File: src/rtl/sat_pkg.sv
// sat_pkg: shared constants, state encoding and control structs of the
// section address translator. No dependencies.
`timescale 1ns / 1ps

package sat_pkg;

   // default number of section slots
   localparam int SECTION_SLOTS_DEF = 16;

   // field widths fixed by the item format
   localparam int WORD_W   = 32;
   localparam int SLOT_W   = 4;
   localparam int CFG_W    = 5;

   // action codes
   localparam logic ACT_WRITE     = 1'b0;
   localparam logic ACT_TRANSLATE = 1'b1;

   // controller states, one-hot
   typedef enum logic [2:0] {
      ST_IDLE = 3'b001,
      ST_SCAN = 3'b010,
      ST_DONE = 3'b100
   } state_type;

   // commands from controller to datapath
   typedef struct packed {
      logic write_entry;
      logic start;
      logic issue;
      logic check;
      logic load_rsp;
   } cmd_type;

   // status from datapath to controller
   typedef struct packed {
      logic skip;
      logic hit;
      logic issued_all;
      logic rsp_free;
   } status_type;

endpackage

File: src/rtl/sat_if.sv
// sat_if: valid/ready channel interfaces for request, response and
// configuration items. Depends on sat_pkg for field widths.
`timescale 1ns / 1ps

interface sat_req_if;
   logic                      valid;
   logic                      ready;
   logic                      action;
   logic [sat_pkg::SLOT_W-1:0] entry_index;
   logic [sat_pkg::WORD_W-1:0] section_start;
   logic [sat_pkg::WORD_W-1:0] section_length;
   logic [sat_pkg::WORD_W-1:0] section_file_pointer;
   logic [sat_pkg::WORD_W-1:0] lookup_address;

   modport source (output valid, action, entry_index, section_start, section_length,
                   section_file_pointer, lookup_address, input ready);
   modport sink (input valid, action, entry_index, section_start, section_length,
                 section_file_pointer, lookup_address, output ready);
endinterface

interface sat_rsp_if;
   logic                      valid;
   logic                      ready;
   logic                      found;
   logic [sat_pkg::WORD_W-1:0] file_offset;
   logic [sat_pkg::SLOT_W-1:0] hit_index;

   modport source (output valid, found, file_offset, hit_index, input ready);
   modport sink (input valid, found, file_offset, hit_index, output ready);
endinterface

interface sat_csr_if;
   logic                     valid;
   logic                     ready;
   logic [sat_pkg::CFG_W-1:0] sections_in_use;

   modport source (output valid, sections_in_use, input ready);
   modport sink (input valid, sections_in_use, output ready);
endinterface

File: src/rtl/sat_ram.sv
// sat_ram: generic single write port, single read port RAM with
// registered read data. No dependencies.
`timescale 1ns / 1ps

module sat_ram #(
   parameter int WIDTH = 32,
   parameter int DEPTH = 16,
   parameter int AW    = (DEPTH > 1) ? $clog2(DEPTH) : 1
) (
   input  logic             clock,
   input  logic             we,
   input  logic [AW-1:0]    waddr,
   input  logic [WIDTH-1:0] wdata,
   input  logic             re,
   input  logic [AW-1:0]    raddr,
   output logic [WIDTH-1:0] rdata
);

   logic [WIDTH-1:0] mem_ff [DEPTH];
   logic [WIDTH-1:0] rdata_ff;

   // write port
   always_ff @(posedge clock) begin
      if (we) begin
         mem_ff[waddr] <= wdata;
      end
   end

   // registered read port
   always_ff @(posedge clock) begin
      if (re) begin
         rdata_ff <= mem_ff[raddr];
      end
   end

   assign rdata = rdata_ff;

endmodule

File: src/rtl/sat_datapath.sv
// sat_datapath: section table, scan counter, range compare, result and
// output registers. Depends on sat_pkg and sat_ram.
`timescale 1ns / 1ps

module sat_datapath #(
   parameter int SECTION_SLOTS = sat_pkg::SECTION_SLOTS_DEF
) (
   input  logic                        clock,
   input  logic                        reset,
   input  sat_pkg::cmd_type            cmd,
   output sat_pkg::status_type         status,
   input  logic [sat_pkg::SLOT_W-1:0]  req_entry_index,
   input  logic [sat_pkg::WORD_W-1:0]  req_section_start,
   input  logic [sat_pkg::WORD_W-1:0]  req_section_length,
   input  logic [sat_pkg::WORD_W-1:0]  req_section_file_pointer,
   input  logic [sat_pkg::WORD_W-1:0]  req_lookup_address,
   input  logic                        csr_write,
   input  logic [sat_pkg::CFG_W-1:0]   csr_sections_in_use,
   output logic                        rsp_valid,
   input  logic                        rsp_ready,
   output logic                        rsp_found,
   output logic [sat_pkg::WORD_W-1:0]  rsp_file_offset,
   output logic [sat_pkg::SLOT_W-1:0]  rsp_hit_index
);

   import sat_pkg::*;

   localparam int AW     = (SECTION_SLOTS > 1) ? $clog2(SECTION_SLOTS) : 1;
   localparam int CW     = (AW + 1 > CFG_W) ? AW + 1 : CFG_W;
   localparam int ROW_W  = 3 * WORD_W;

   logic [CFG_W-1:0]   cfg_ff;
   logic [CW-1:0]      limit;
   logic [CW-1:0]      cfg_ext;
   logic [CW-1:0]      widx;
   logic               ram_we;
   logic [ROW_W-1:0]   ram_rdata;
   logic [WORD_W-1:0]  ent_start;
   logic [WORD_W-1:0]  ent_length;
   logic [WORD_W-1:0]  ent_pointer;
   logic [WORD_W:0]    ent_end;
   logic               match;
   logic [WORD_W-1:0]  offset;

   logic [WORD_W-1:0]  addr_ff, addr_in;
   logic [CW-1:0]      cnt_ff, cnt_in;
   logic               pv_ff, pv_in;
   logic [CW-1:0]      pidx_ff, pidx_in;
   logic               found_ff, found_in;
   logic [WORD_W-1:0]  off_ff, off_in;
   logic [SLOT_W-1:0]  hidx_ff, hidx_in;
   logic               rsp_valid_ff, rsp_valid_in;
   logic               rsp_found_ff, rsp_found_in;
   logic [WORD_W-1:0]  rsp_off_ff, rsp_off_in;
   logic [SLOT_W-1:0]  rsp_idx_ff, rsp_idx_in;

   // configuration register and saturated scan limit
   always_ff @(posedge clock) begin
      if (reset) begin
         cfg_ff <= '0;
      end else if (csr_write) begin
         cfg_ff <= csr_sections_in_use;
      end
   end

   assign cfg_ext = CW'(cfg_ff);
   assign limit   = (cfg_ext > CW'(SECTION_SLOTS)) ? CW'(SECTION_SLOTS) : cfg_ext;

   // table write, out-of-range slots dropped
   assign widx   = CW'(req_entry_index);
   assign ram_we = cmd.write_entry && (widx < CW'(SECTION_SLOTS));

   sat_ram #(
      .WIDTH (ROW_W),
      .DEPTH (SECTION_SLOTS),
      .AW    (AW)
   ) u_table (
      .clock (clock),
      .we    (ram_we),
      .waddr (widx[AW-1:0]),
      .wdata ({req_section_start, req_section_length, req_section_file_pointer}),
      .re    (cmd.issue),
      .raddr (cnt_ff[AW-1:0]),
      .rdata (ram_rdata)
   );

   // range compare on the entry read last cycle, end kept at 33 bits
   assign {ent_start, ent_length, ent_pointer} = ram_rdata;
   assign ent_end = {1'b0, ent_start} + {1'b0, ent_length};
   assign match   = (addr_ff >= ent_start) && ({1'b0, addr_ff} < ent_end);
   assign offset  = (addr_ff - ent_start) + ent_pointer;

   // scan and result registers
   always_comb begin
      addr_in  = addr_ff;
      cnt_in   = cnt_ff;
      pidx_in  = cnt_ff;
      pv_in    = cmd.issue;
      found_in = found_ff;
      off_in   = off_ff;
      hidx_in  = hidx_ff;
      if (cmd.start) begin
         addr_in  = req_lookup_address;
         cnt_in   = '0;
         found_in = 1'b0;
         off_in   = '0;
         hidx_in  = '0;
      end else if (cmd.issue) begin
         cnt_in = cnt_ff + CW'(1);
      end
      if (cmd.check && pv_ff && match) begin
         found_in = 1'b1;
         off_in   = offset;
         hidx_in  = pidx_ff[SLOT_W-1:0];
      end
   end

   always_ff @(posedge clock) begin
      if (reset) begin
         pv_ff <= 1'b0;
      end else begin
         pv_ff <= pv_in;
      end
      addr_ff  <= addr_in;
      cnt_ff   <= cnt_in;
      pidx_ff  <= pidx_in;
      found_ff <= found_in;
      off_ff   <= off_in;
      hidx_ff  <= hidx_in;
   end

   // output register
   always_comb begin
      rsp_valid_in = rsp_valid_ff;
      rsp_found_in = rsp_found_ff;
      rsp_off_in   = rsp_off_ff;
      rsp_idx_in   = rsp_idx_ff;
      if (cmd.load_rsp) begin
         rsp_valid_in = 1'b1;
         rsp_found_in = found_ff;
         rsp_off_in   = off_ff;
         rsp_idx_in   = hidx_ff;
      end else if (rsp_ready) begin
         rsp_valid_in = 1'b0;
      end
   end

   always_ff @(posedge clock) begin
      if (reset) begin
         rsp_valid_ff <= 1'b0;
      end else begin
         rsp_valid_ff <= rsp_valid_in;
      end
      rsp_found_ff <= rsp_found_in;
      rsp_off_ff   <= rsp_off_in;
      rsp_idx_ff   <= rsp_idx_in;
   end

   // status to controller
   assign status.skip       = (req_lookup_address == '0) || (limit == '0);
   assign status.hit        = pv_ff && match;
   assign status.issued_all = (cnt_ff == limit);
   assign status.rsp_free   = !rsp_valid_ff || rsp_ready;

   assign rsp_valid       = rsp_valid_ff;
   assign rsp_found       = rsp_found_ff;
   assign rsp_file_offset = rsp_off_ff;
   assign rsp_hit_index   = rsp_idx_ff;

endmodule

File: src/rtl/sat_controller.sv
// sat_controller: one-hot state machine that sequences table writes,
// the entry scan and the hand-off to the output register. Depends on sat_pkg.
`timescale 1ns / 1ps

module sat_controller (
   input  logic                clock,
   input  logic                reset,
   input  logic                req_valid,
   input  logic                req_action,
   output logic                req_ready,
   output sat_pkg::cmd_type    cmd,
   input  sat_pkg::status_type status
);

   import sat_pkg::*;

   state_type state_ff, state_in;
   logic      accept;

   assign req_ready = (state_ff == ST_IDLE);
   assign accept    = req_valid && req_ready;

   // next state and commands
   always_comb begin
      state_in        = state_ff;
      cmd             = '0;
      case (state_ff)
         ST_IDLE: begin
            if (accept) begin
               if (req_action == ACT_WRITE) begin
                  cmd.write_entry = 1'b1;
               end else begin
                  cmd.start = 1'b1;
                  state_in  = status.skip ? ST_DONE : ST_SCAN;
               end
            end
         end
         ST_SCAN: begin
            cmd.check = 1'b1;
            cmd.issue = !status.issued_all && !status.hit;
            // last entry checked once everything is issued
            if (status.hit || status.issued_all) begin
               state_in = ST_DONE;
            end
         end
         ST_DONE: begin
            if (status.rsp_free) begin
               cmd.load_rsp = 1'b1;
               state_in     = ST_IDLE;
            end
         end
         default: begin
            state_in = ST_IDLE;
         end
      endcase
   end

   always_ff @(posedge clock) begin
      if (reset) begin
         state_ff <= ST_IDLE;
      end else begin
         state_ff <= state_in;
      end
   end

endmodule

File: src/rtl/section_address_translator.sv
// Section address translator: a table of SECTION_SLOTS section entries
// (start, length, file pointer) in one RAM, scanned in index order; a translate
// item returns the file offset of the first entry whose range holds its address.
// A translate item with a zero address or no sections in use skips the scan
// and returns a miss; otherwise the scan reads one entry per cycle from the
// table RAM until an entry hits or all of the sections in use have been read.
// A finished result waits in an output register; the next item is accepted
// while it waits. Depends on sat_pkg, sat_if, sat_ram, sat_controller and
// sat_datapath.
`timescale 1ns / 1ps

module section_address_translator #(
   parameter int SECTION_SLOTS = sat_pkg::SECTION_SLOTS_DEF
) (
   input  logic       clock,
   input  logic       reset,
   sat_req_if.sink    req_if,
   sat_rsp_if.source  rsp_if,
   sat_csr_if.sink    csr_if
);

   import sat_pkg::*;

   cmd_type    cmd;
   status_type status;

   // configuration writes are always taken
   assign csr_if.ready = 1'b1;

   sat_controller u_ctrl (
      .clock      (clock),
      .reset      (reset),
      .req_valid  (req_if.valid),
      .req_action (req_if.action),
      .req_ready  (req_if.ready),
      .cmd        (cmd),
      .status     (status)
   );

   sat_datapath #(
      .SECTION_SLOTS (SECTION_SLOTS)
   ) u_dp (
      .clock                    (clock),
      .reset                    (reset),
      .cmd                      (cmd),
      .status                   (status),
      .req_entry_index          (req_if.entry_index),
      .req_section_start        (req_if.section_start),
      .req_section_length       (req_if.section_length),
      .req_section_file_pointer (req_if.section_file_pointer),
      .req_lookup_address       (req_if.lookup_address),
      .csr_write                (csr_if.valid),
      .csr_sections_in_use      (csr_if.sections_in_use),
      .rsp_valid                (rsp_if.valid),
      .rsp_ready                (rsp_if.ready),
      .rsp_found                (rsp_if.found),
      .rsp_file_offset          (rsp_if.file_offset),
      .rsp_hit_index            (rsp_if.hit_index)
   );

endmodule

File: src/flat_wrapper.sv
// flat-port wrapper written by rule: the top's interface ports become plain ports
module section_address_translator_flat import sat_pkg::*;
#(
   parameter int SECTION_SLOTS = sat_pkg::SECTION_SLOTS_DEF
)
  (clock, reset, req_if_valid, req_if_action, req_if_entry_index, req_if_section_start, req_if_section_length, req_if_section_file_pointer, req_if_lookup_address, req_if_ready, rsp_if_valid, rsp_if_found, rsp_if_file_offset, rsp_if_hit_index, rsp_if_ready, csr_if_valid, csr_if_sections_in_use, csr_if_ready);
  sat_req_if req_if_i ();
  sat_rsp_if rsp_if_i ();
  sat_csr_if csr_if_i ();
  input  logic clock;
  input  logic reset;
  input wire logic [$bits(req_if_i.valid)-1:0] req_if_valid;
  input wire logic [$bits(req_if_i.action)-1:0] req_if_action;
  input wire logic [$bits(req_if_i.entry_index)-1:0] req_if_entry_index;
  input wire logic [$bits(req_if_i.section_start)-1:0] req_if_section_start;
  input wire logic [$bits(req_if_i.section_length)-1:0] req_if_section_length;
  input wire logic [$bits(req_if_i.section_file_pointer)-1:0] req_if_section_file_pointer;
  input wire logic [$bits(req_if_i.lookup_address)-1:0] req_if_lookup_address;
  output wire logic [$bits(req_if_i.ready)-1:0] req_if_ready;
  output wire logic [$bits(rsp_if_i.valid)-1:0] rsp_if_valid;
  output wire logic [$bits(rsp_if_i.found)-1:0] rsp_if_found;
  output wire logic [$bits(rsp_if_i.file_offset)-1:0] rsp_if_file_offset;
  output wire logic [$bits(rsp_if_i.hit_index)-1:0] rsp_if_hit_index;
  input wire logic [$bits(rsp_if_i.ready)-1:0] rsp_if_ready;
  input wire logic [$bits(csr_if_i.valid)-1:0] csr_if_valid;
  input wire logic [$bits(csr_if_i.sections_in_use)-1:0] csr_if_sections_in_use;
  output wire logic [$bits(csr_if_i.ready)-1:0] csr_if_ready;
  assign req_if_i.valid = req_if_valid;
  assign req_if_i.action = req_if_action;
  assign req_if_i.entry_index = req_if_entry_index;
  assign req_if_i.section_start = req_if_section_start;
  assign req_if_i.section_length = req_if_section_length;
  assign req_if_i.section_file_pointer = req_if_section_file_pointer;
  assign req_if_i.lookup_address = req_if_lookup_address;
  assign req_if_ready = req_if_i.ready;
  assign rsp_if_valid = rsp_if_i.valid;
  assign rsp_if_found = rsp_if_i.found;
  assign rsp_if_file_offset = rsp_if_i.file_offset;
  assign rsp_if_hit_index = rsp_if_i.hit_index;
  assign rsp_if_i.ready = rsp_if_ready;
  assign csr_if_i.valid = csr_if_valid;
  assign csr_if_i.sections_in_use = csr_if_sections_in_use;
  assign csr_if_ready = csr_if_i.ready;
  section_address_translator #(.SECTION_SLOTS(SECTION_SLOTS)) u_core (.clock(clock), .reset(reset), .req_if(req_if_i), .rsp_if(rsp_if_i), .csr_if(csr_if_i));
endmodule
File: config.mk
export PLATFORM = sky130hd
export DESIGN_NAME = section_address_translator_flat
export DESIGN_NICKNAME = d
export VERILOG_FILES = /design/src/rtl/sat_pkg.sv /design/src/rtl/sat_if.sv /design/src/rtl/sat_ram.sv /design/src/rtl/sat_datapath.sv /design/src/rtl/sat_controller.sv /design/src/rtl/section_address_translator.sv /design/src/flat_wrapper.sv
export SDC_FILE = /design/constraint.sdc
export NUM_CORES = 2
export LEC_CHECK = 0
export BUFFER_PORTS_ARGS = -buffer_cell sky130_fd_sc_hd__buf_2
export CAP_MARGIN = 20
export CORE_ASPECT_RATIO = 0.7
export CORE_MARGIN = 2
export CORE_UTILIZATION = 43
export CTS_CLUSTER_SIZE = 24
export DETAILED_ROUTE_END_ITERATION = 8
export GPL_ROUTABILITY_DRIVEN = 0
export PLACE_DENSITY = 0.58
export SYNTH_ARGS = -nofsm -noshare
export SYNTH_HDL_FRONTEND = slang
export SYNTH_SLANG_ARGS = --single-unit
File: constraint.sdc
create_clock -name clock -period 20.7 [get_ports clock]
set_clock_uncertainty 0.15 [all_clocks]
set_input_delay 4.14 -clock clock [delete_from_list [all_inputs] [get_ports clock]]
set_output_delay 4.14 -clock clock [all_outputs]
set_load 0.005 [all_outputs]
Word-level counts from Yosys, hierarchy flattened
Memory sizes are Yosys's and may differ from the RTL's. A register that Yosys moved wholly into a read port is not among the register bits.
Cells that the tools add are included.
{ "word_totals": {"regBits": 125, "in_bits": 143, "ramBits": 1536, "out_inout_bits": 40, "mem_count": 1} }
{ "classes": {"magnitude_cmp": 4, "n_addsub": 4, "eq_ne": 8, "reduce_logical": 18, "mux": 22} }
{ "memory_table": {"columns": ["memory", "depth", "width", "read_ports", "rd_clocked_by_memory_dff", "write_ports", "line", "rtl"], "rows": [
  ["u_core.u_dp.u_table.mem_ff", 16, 96, 1, 1, 1, "sat_ram.sv:19", "logic [WIDTH-1:0] mem_ff [DEPTH];"]
]} }
{ "op_table": {"columns": ["op", "count"], "rows": [
  ["32-bit two-way mux", 2],
  ["32-bit by 32-bit adder with 33-bit output", 1],
  ["32-bit by 33-bit < comparator with 1-bit output", 1],
  ["32-bit adder", 1],
  ["32-bit greater-or-equal comparator", 1],
  ["32-bit zero test", 1],
  ["32-bit subtractor", 1],
  ["3-bit two-way mux", 5],
  ["3-bit case mux with 3 select lines", 1],
  ["1-bit two-way mux", 8],
  ["4-bit two-way mux", 2],
  ["1-bit logical AND", 7],
  ["2-bit two-way mux", 3],
  ["5-bit by 1-bit adder with 5-bit output (second input constant)", 1],
  ["5-bit == test", 1],
  ["5-bit greater-than comparator (second input constant)", 1],
  ["5-bit zero test", 1],
  ["4-bit by 5-bit < comparator with 1-bit output (second input constant)", 1],
  ["5-bit two-way mux", 1],
  ["2-bit by 1-bit != test with 1-bit output (second input constant)", 2],
  ["2-bit != test (second input constant)", 2],
  ["4-bit AND reduction", 1],
  ["2-bit nonzero test", 2],
  ["3-bit by 1-bit == test with 1-bit output (second input constant)", 1],
  ["4 further kinds", 8]
]} }

Logic depth before layout (Yosys ltp)
{ "logic_depth": {"ltp_word": 10, "depth_mapped": 24, "ltp_nobuf": 23} }

Hierarchy
From an unflattened synthesis, not the netlist that was laid out.
{ "unflattened": {"hier_cells": 3459, "hier_area_um2": 70094.7} }
{ "modules_own_cells": {"columns": ["mod", "cells_each", "area_per_inst_um2", "n_inst"], "rows": [
  ["sat_ram", 2460, 60316.6, 1],
  ["sat_datapath", 967, 9565.4, 1],
  ["sat_controller", 30, 201.4, 1],
  ["section_address_translator", 2, 11.3, 1]
]} }

Least setup slack after synthesis
Ideal clock, no wire load.
{ "synth_path": {"kind": "in2reg", "start": "in req_if_action", "end": "mem u_core.u_dp.u_table.mem_ff[0][0] (netlist name), enable pin", "t_arrival_ns": 11.170, "setup_ns": 0.670, "path_slack_ns": 8.710, "required_ns": 19.880, "stages": 3, "path_cell_list": "nand3b_1 or3_1 nor3_1"} }
{ "synth_between": {"elab_chain_cells": 6} }
{ "synth_rtl": {"columns": ["element", "line", "rtl"], "rows": [
  ["from (decl)", "flat_wrapper.sv:13", "input wire logic [$bits(req_if_i.action)-1:0] req_if_action;"],
  ["1-bit two-way mux", "sat_controller.sv:30", "if (req_action == ACT_WRITE) begin"],
  ["2-bit two-way mux", "sat_controller.sv:29", "if (accept) begin"],
  ["2-bit two-way mux", "sat_controller.sv:27", "case (state_ff)"],
  ["1-bit logical AND", "sat_datapath.sv:71", "assign ram_we = cmd.write_entry && (widx < CW'(SECTION_SLOTS));"],
  ["1-bit two-way mux", "sat_ram.sv:24", "if (we) begin"],
  ["1-bit two-way mux (implied by the code)", "sat_ram.sv:25", "mem_ff[waddr] <= wdata;"],
  ["to (decl)", "sat_ram.sv:19", null]
]} }
No other way between the ends.

Final worst setup path
{ "layout_path": {"start": "in req_if_action", "end": "mem u_core.u_dp.u_table.mem_ff[1][2] (netlist name), enable pin"} }
The elaborated chain is that of the path after synthesis.

==> metrics.yaml <==
run_status:
  run_status: "completed"
cts:
  cts-root-to-sink-buffers: 3
  tritoncts.num_buffers: 164
  cts.repair.resized: 0
  clk_pin_slew_ns: 0.06
  clock_latency_ns: 0.79
  root_buffer: "sky130_fd_sc_hd__clkbuf_16"
  tritoncts: "yes"
  postCtsHoldBufs: 0
  cts_setup_buffers: 0
  cts_max_level: 4
  cts_sinks: 1757
routing:
  routed_via_density: 5.76
  detailedRoute.firstIterationViolations: 3599
  final_antenna_net_count: 0
  drc: 0
  detail_route.wirelength_mm: 177
  routed-via-count: 33375
  detailed_routing_iteration_count_for_the_pre_antenna_repair_pass: 7
  routed_wire_length_per_instance_um: 30.5
synth:
  synth-async-reset-ratio: 0
  synthesis.area_um2: 70100
  synthesis.area_per_instance_um2: 21.6
  yosys_warnings: 0
  number_of_synthesized_flops_with_an_enable_pin: 1737
  synth.net_count: 3548
  sequential_element_share_of_the_synthesized_area: 0.750
  post_synth_num_cell_types: 68
  synth_ff_type: "sky130_fd_sc_hd__edfxtp_1"
  ys_ff_latch: 1757
  synthesis.instances: 3245
die:
  start_util: 0.434
  floorplan.die_area_um2: 166000
  core-area_um2: 161000
  design.portCount: 183
  die_y_um: 342
  die-width_um: 487
  rows: 123
timing:
  number_of_failing_setup_endpoints_in_the_final_timing_report: 0
  setup_slack_ns: 13.68
  fin_setup_tns_ns: 0
  minimum_hold_slack_ns: 0.269
  max-slew-margin-rel: 0.245
  max_clock_freq_mhz: 142
  grt_setup_unrepaired: "false"
  slew_of_the_pin_with_the_lowest_slew_margin_ns: 1.13
  finalWorstPathRequiredPeriod_ns: 7.02
  final-hold-violation-count: 0
  post-route-period-util: 0.339
  finalMaxSlewViolations: 0
global_route:
  globalRouteOverflowTotal: 0
  grt_antenna_before_repair: 52
  via_count_of_the_first_global_routing_pass: 32184
  global_route_wire_length_before_repair_mm: 250
  gr-usage-all-layers: 0.213
  grt_start_max_net_pins: 98
setup_path:
  worst-endpoint-required_ns: 20.96
  worst_r2r_startpoint: "u_core.u_dp.u_table.rdata[64]"
  worstPathBufferInverterCount: 3
  r2r_end: "u_core.u_dp.u_table.rdata[71]"
  path_max_fanout: 49
  critPathMaxStageDelay_ns: 0.86
  cp_cell_sequence: "buf_2 > nand3b_1 > or3_1 > nor2_4 > buf_4 > buf_4"
  setup.worst_path.start_class: "input pin"
  arrival_ns: 7.28
  timing.setup.critical_path_class: "in -> reg"
  worstSetupEndpointType: "register"
  crit_slowest_cell: "sky130_fd_sc_hd__buf_4"
  critical_path.top_delay_family: "buffers and inverters"
  worst-r2r-setup-slack_ns: 14.20
  cpMostUsedCell: "sky130_fd_sc_hd__buf_4"
  r2r.worst_path.cells: 22
cells_and_area:
  sequential_cell_area_um2: 52600
  syn_to_layout_area_delta_pct: 12.6
  non_filler_cell_area_final_um2: 78900
  final_layout_size_suffix_gt1_frac: 0.265
  number_of_filler_instances_in_the_final_layout: 13007
  layout.cells.most_common_list: "sky130_fd_sc_hd__edfxtp_1 (1737), sky130_fd_sc_hd__mux4_2 (480), sky130_fd_sc_hd__buf_2 (181)"
  mostFrequentLayoutCell: "sky130_fd_sc_hd__edfxtp_1"
  fin_nets: 3831
  multi_input_area_um2: 16500
pwr:
  share_clk_of_total_power: 0.399
  power_switching_w: 0.00155
  vdd.ir_drop.worst_v: 0.0000731
  power.combinational.fraction: 0.051
  power_w: 0.00722
  internal-power_w: 0.00566
  power.sequential.fraction: 0.550
  power.static_leakage_nw: 25.2
  pwr_density_cell_nw_per_um2: 91.5
  swShare: 0.215
flow_run:
  timing.max_cap.violations: 0
placed_design:
  post-place-ws_ns: 12.81
  hpwlAfterDp_mm: 111
  placed_area_um2: 73800
  place.port_buffers: 181
worst_hold_path:
  holdPathStages: 0
  worst_hold_path_type: "reg -> reg"
  worst_hold_startpoint: "u_core.u_dp.hidx_ff[0]"
  hold_path_endpoint: "u_core.u_dp.rsp_hit_index[0]"
-- synth_stat cells, types with 5 or more instances --
cell / instances / area [um2]
sky130_fd_sc_hd__and3_1: 5 / 31.3
sky130_fd_sc_hd__xnor2_1: 29 / 254
sky130_fd_sc_hd__or3_1: 8 / 50.1
sky130_fd_sc_hd__fa_1: 32 / 641
sky130_fd_sc_hd__a21o_1: 38 / 285
sky130_fd_sc_hd__nor2b_1: 14 / 87.6
sky130_fd_sc_hd__xor2_1: 27 / 236
sky130_fd_sc_hd__a21oi_1: 69 / 345
sky130_fd_sc_hd__clkbuf_1: 83 / 312
sky130_fd_sc_hd__nor2_1: 84 / 315
sky130_fd_sc_hd__o21ai_0: 37 / 185
sky130_fd_sc_hd__nand3_1: 22 / 110
sky130_fd_sc_hd__o21a_1: 15 / 113
sky130_fd_sc_hd__mux2i_1: 7 / 70.1
sky130_fd_sc_hd__nand4_1: 14 / 87.6
sky130_fd_sc_hd__buf_1: 28 / 105
sky130_fd_sc_hd__and2_1: 7 / 43.8
sky130_fd_sc_hd__a31oi_1: 7 / 43.8
sky130_fd_sc_hd__edfxtp_1: 1737 / 52200
sky130_fd_sc_hd__dfxtp_1: 20 / 400
sky130_fd_sc_hd__inv_1: 174 / 653
sky130_fd_sc_hd__mux4_2: 480 / 10800
sky130_fd_sc_hd__o21bai_1: 5 / 37.5
sky130_fd_sc_hd__ha_1: 128 / 1600
sky130_fd_sc_hd__nor4_1: 11 / 68.8
sky130_fd_sc_hd__buf_2: 7 / 35.0
sky130_fd_sc_hd__a211oi_1: 6 / 45.0
sky130_fd_sc_hd__o211ai_1: 7 / 52.6
sky130_fd_sc_hd__and4_1: 6 / 52.6
sky130_fd_sc_hd__nand2_1: 45 / 169
sky130_fd_sc_hd__nand2b_1: 13 / 81.3
sky130_fd_sc_hd__nor3_1: 22 / 110
-- power groups by stage --
stage               Combinational [W]  Clock, W  Sequential [W]
global route                 0.000404   0.00308         0.00397
detailed placement           0.000376         0         0.00405
floorplan                    0.000225         0         0.00403
finish                       0.000371   0.00288         0.00397
CTS                          0.000377   0.00294         0.00397
global placement             0.000372         0         0.00405
-- worst max path at each step --
stage	start	slack, ns	cells after the start	to
after floorplan	req_if_action	8.71	3	u_core.u_dp.u_table.mem_ff[0][0]
after global placement	req_if_action	12.83	6	u_core.u_dp.u_table.mem_ff[1][50]
after detailed placement	req_if_action	12.81	6	u_core.u_dp.u_table.mem_ff[1][58]
after CTS	req_if_action	13.66	6	u_core.u_dp.u_table.mem_ff[1][2]
after global routing	req_if_action	13.59	6	u_core.u_dp.u_table.mem_ff[1][50]
final	req_if_action	13.68	6	u_core.u_dp.u_table.mem_ff[1][2]
-- layer usage --
layer / routed length [um] / GRT usage / vias to the layer above / share of wire
met4: 2970 / 0.0453 / 16 / 0.017
met1: 80100 / 0.329 / 17893 / 0.45
li1: - / - / 14013 / -
met2: 81200 / 0.322 / 1229 / 0.46
met5: 96 / 0 / - / 0.00054
met3: 12400 / 0.0355 / 224 / 0.070
-- cell families after synthesis --
family / synth area share
other: 0.0000535
adder cells (fa/ha/maj): 0.0320
buffers and inverters: 0.0159
flip-flops: 0.750
AO/OA/AOI/OAI: 0.0210
AND/OR/NAND/NOR: 0.0188
XOR/XNOR: 0.00700
multiplexers: 0.155
-- area by class of cell --
cell class                 instances  area share
clock buffer                     199      0.0538
timing repair buffer             236      0.0175
sequential                      1757       0.666
antenna                           13    0.000412
inverter                         174     0.00834
clock inverter                    91      0.0101
tap                             2125      0.0337
multi-input combinational       1195       0.210
-- through the flow --
step / std cells / utilization
after CTS: 5776 / 0.489
after detailed placement: 5486 / 0.458
after global placement: 5483 / 0.457
final: 5790 / 0.489
after global routing: 5781 / 0.489
after floorplan: 3245 / -
-- registers in the layout, summed over array words and instances, names as in the netlist --
| signal | cells |
|---|---|
| u_core.u_dp.u_table.mem_ff | 1536 |
| u_core.u_dp.u_table.rdata | 96 |
| u_core.u_dp.addr_ff | 32 |
| u_core.u_dp.off_ff | 32 |
| u_core.u_dp.rsp_file_offset | 32 |
| u_core.u_dp.cfg_ext | 5 |
| u_core.u_dp.cnt_ff | 5 |
| u_core.u_dp.hidx_ff | 4 |
| u_core.u_dp.pidx_ff | 4 |
| u_core.u_dp.rsp_hit_index | 4 |
| u_core.u_ctrl.state_ff | 3 |
| u_core.u_dp.found_ff | 1 |
| u_core.u_dp.pv_ff | 1 |
| u_core.u_dp.rsp_found | 1 |
| u_core.u_dp.rsp_valid | 1 |
No activity file was read; power rests on OpenSTA's default activity.
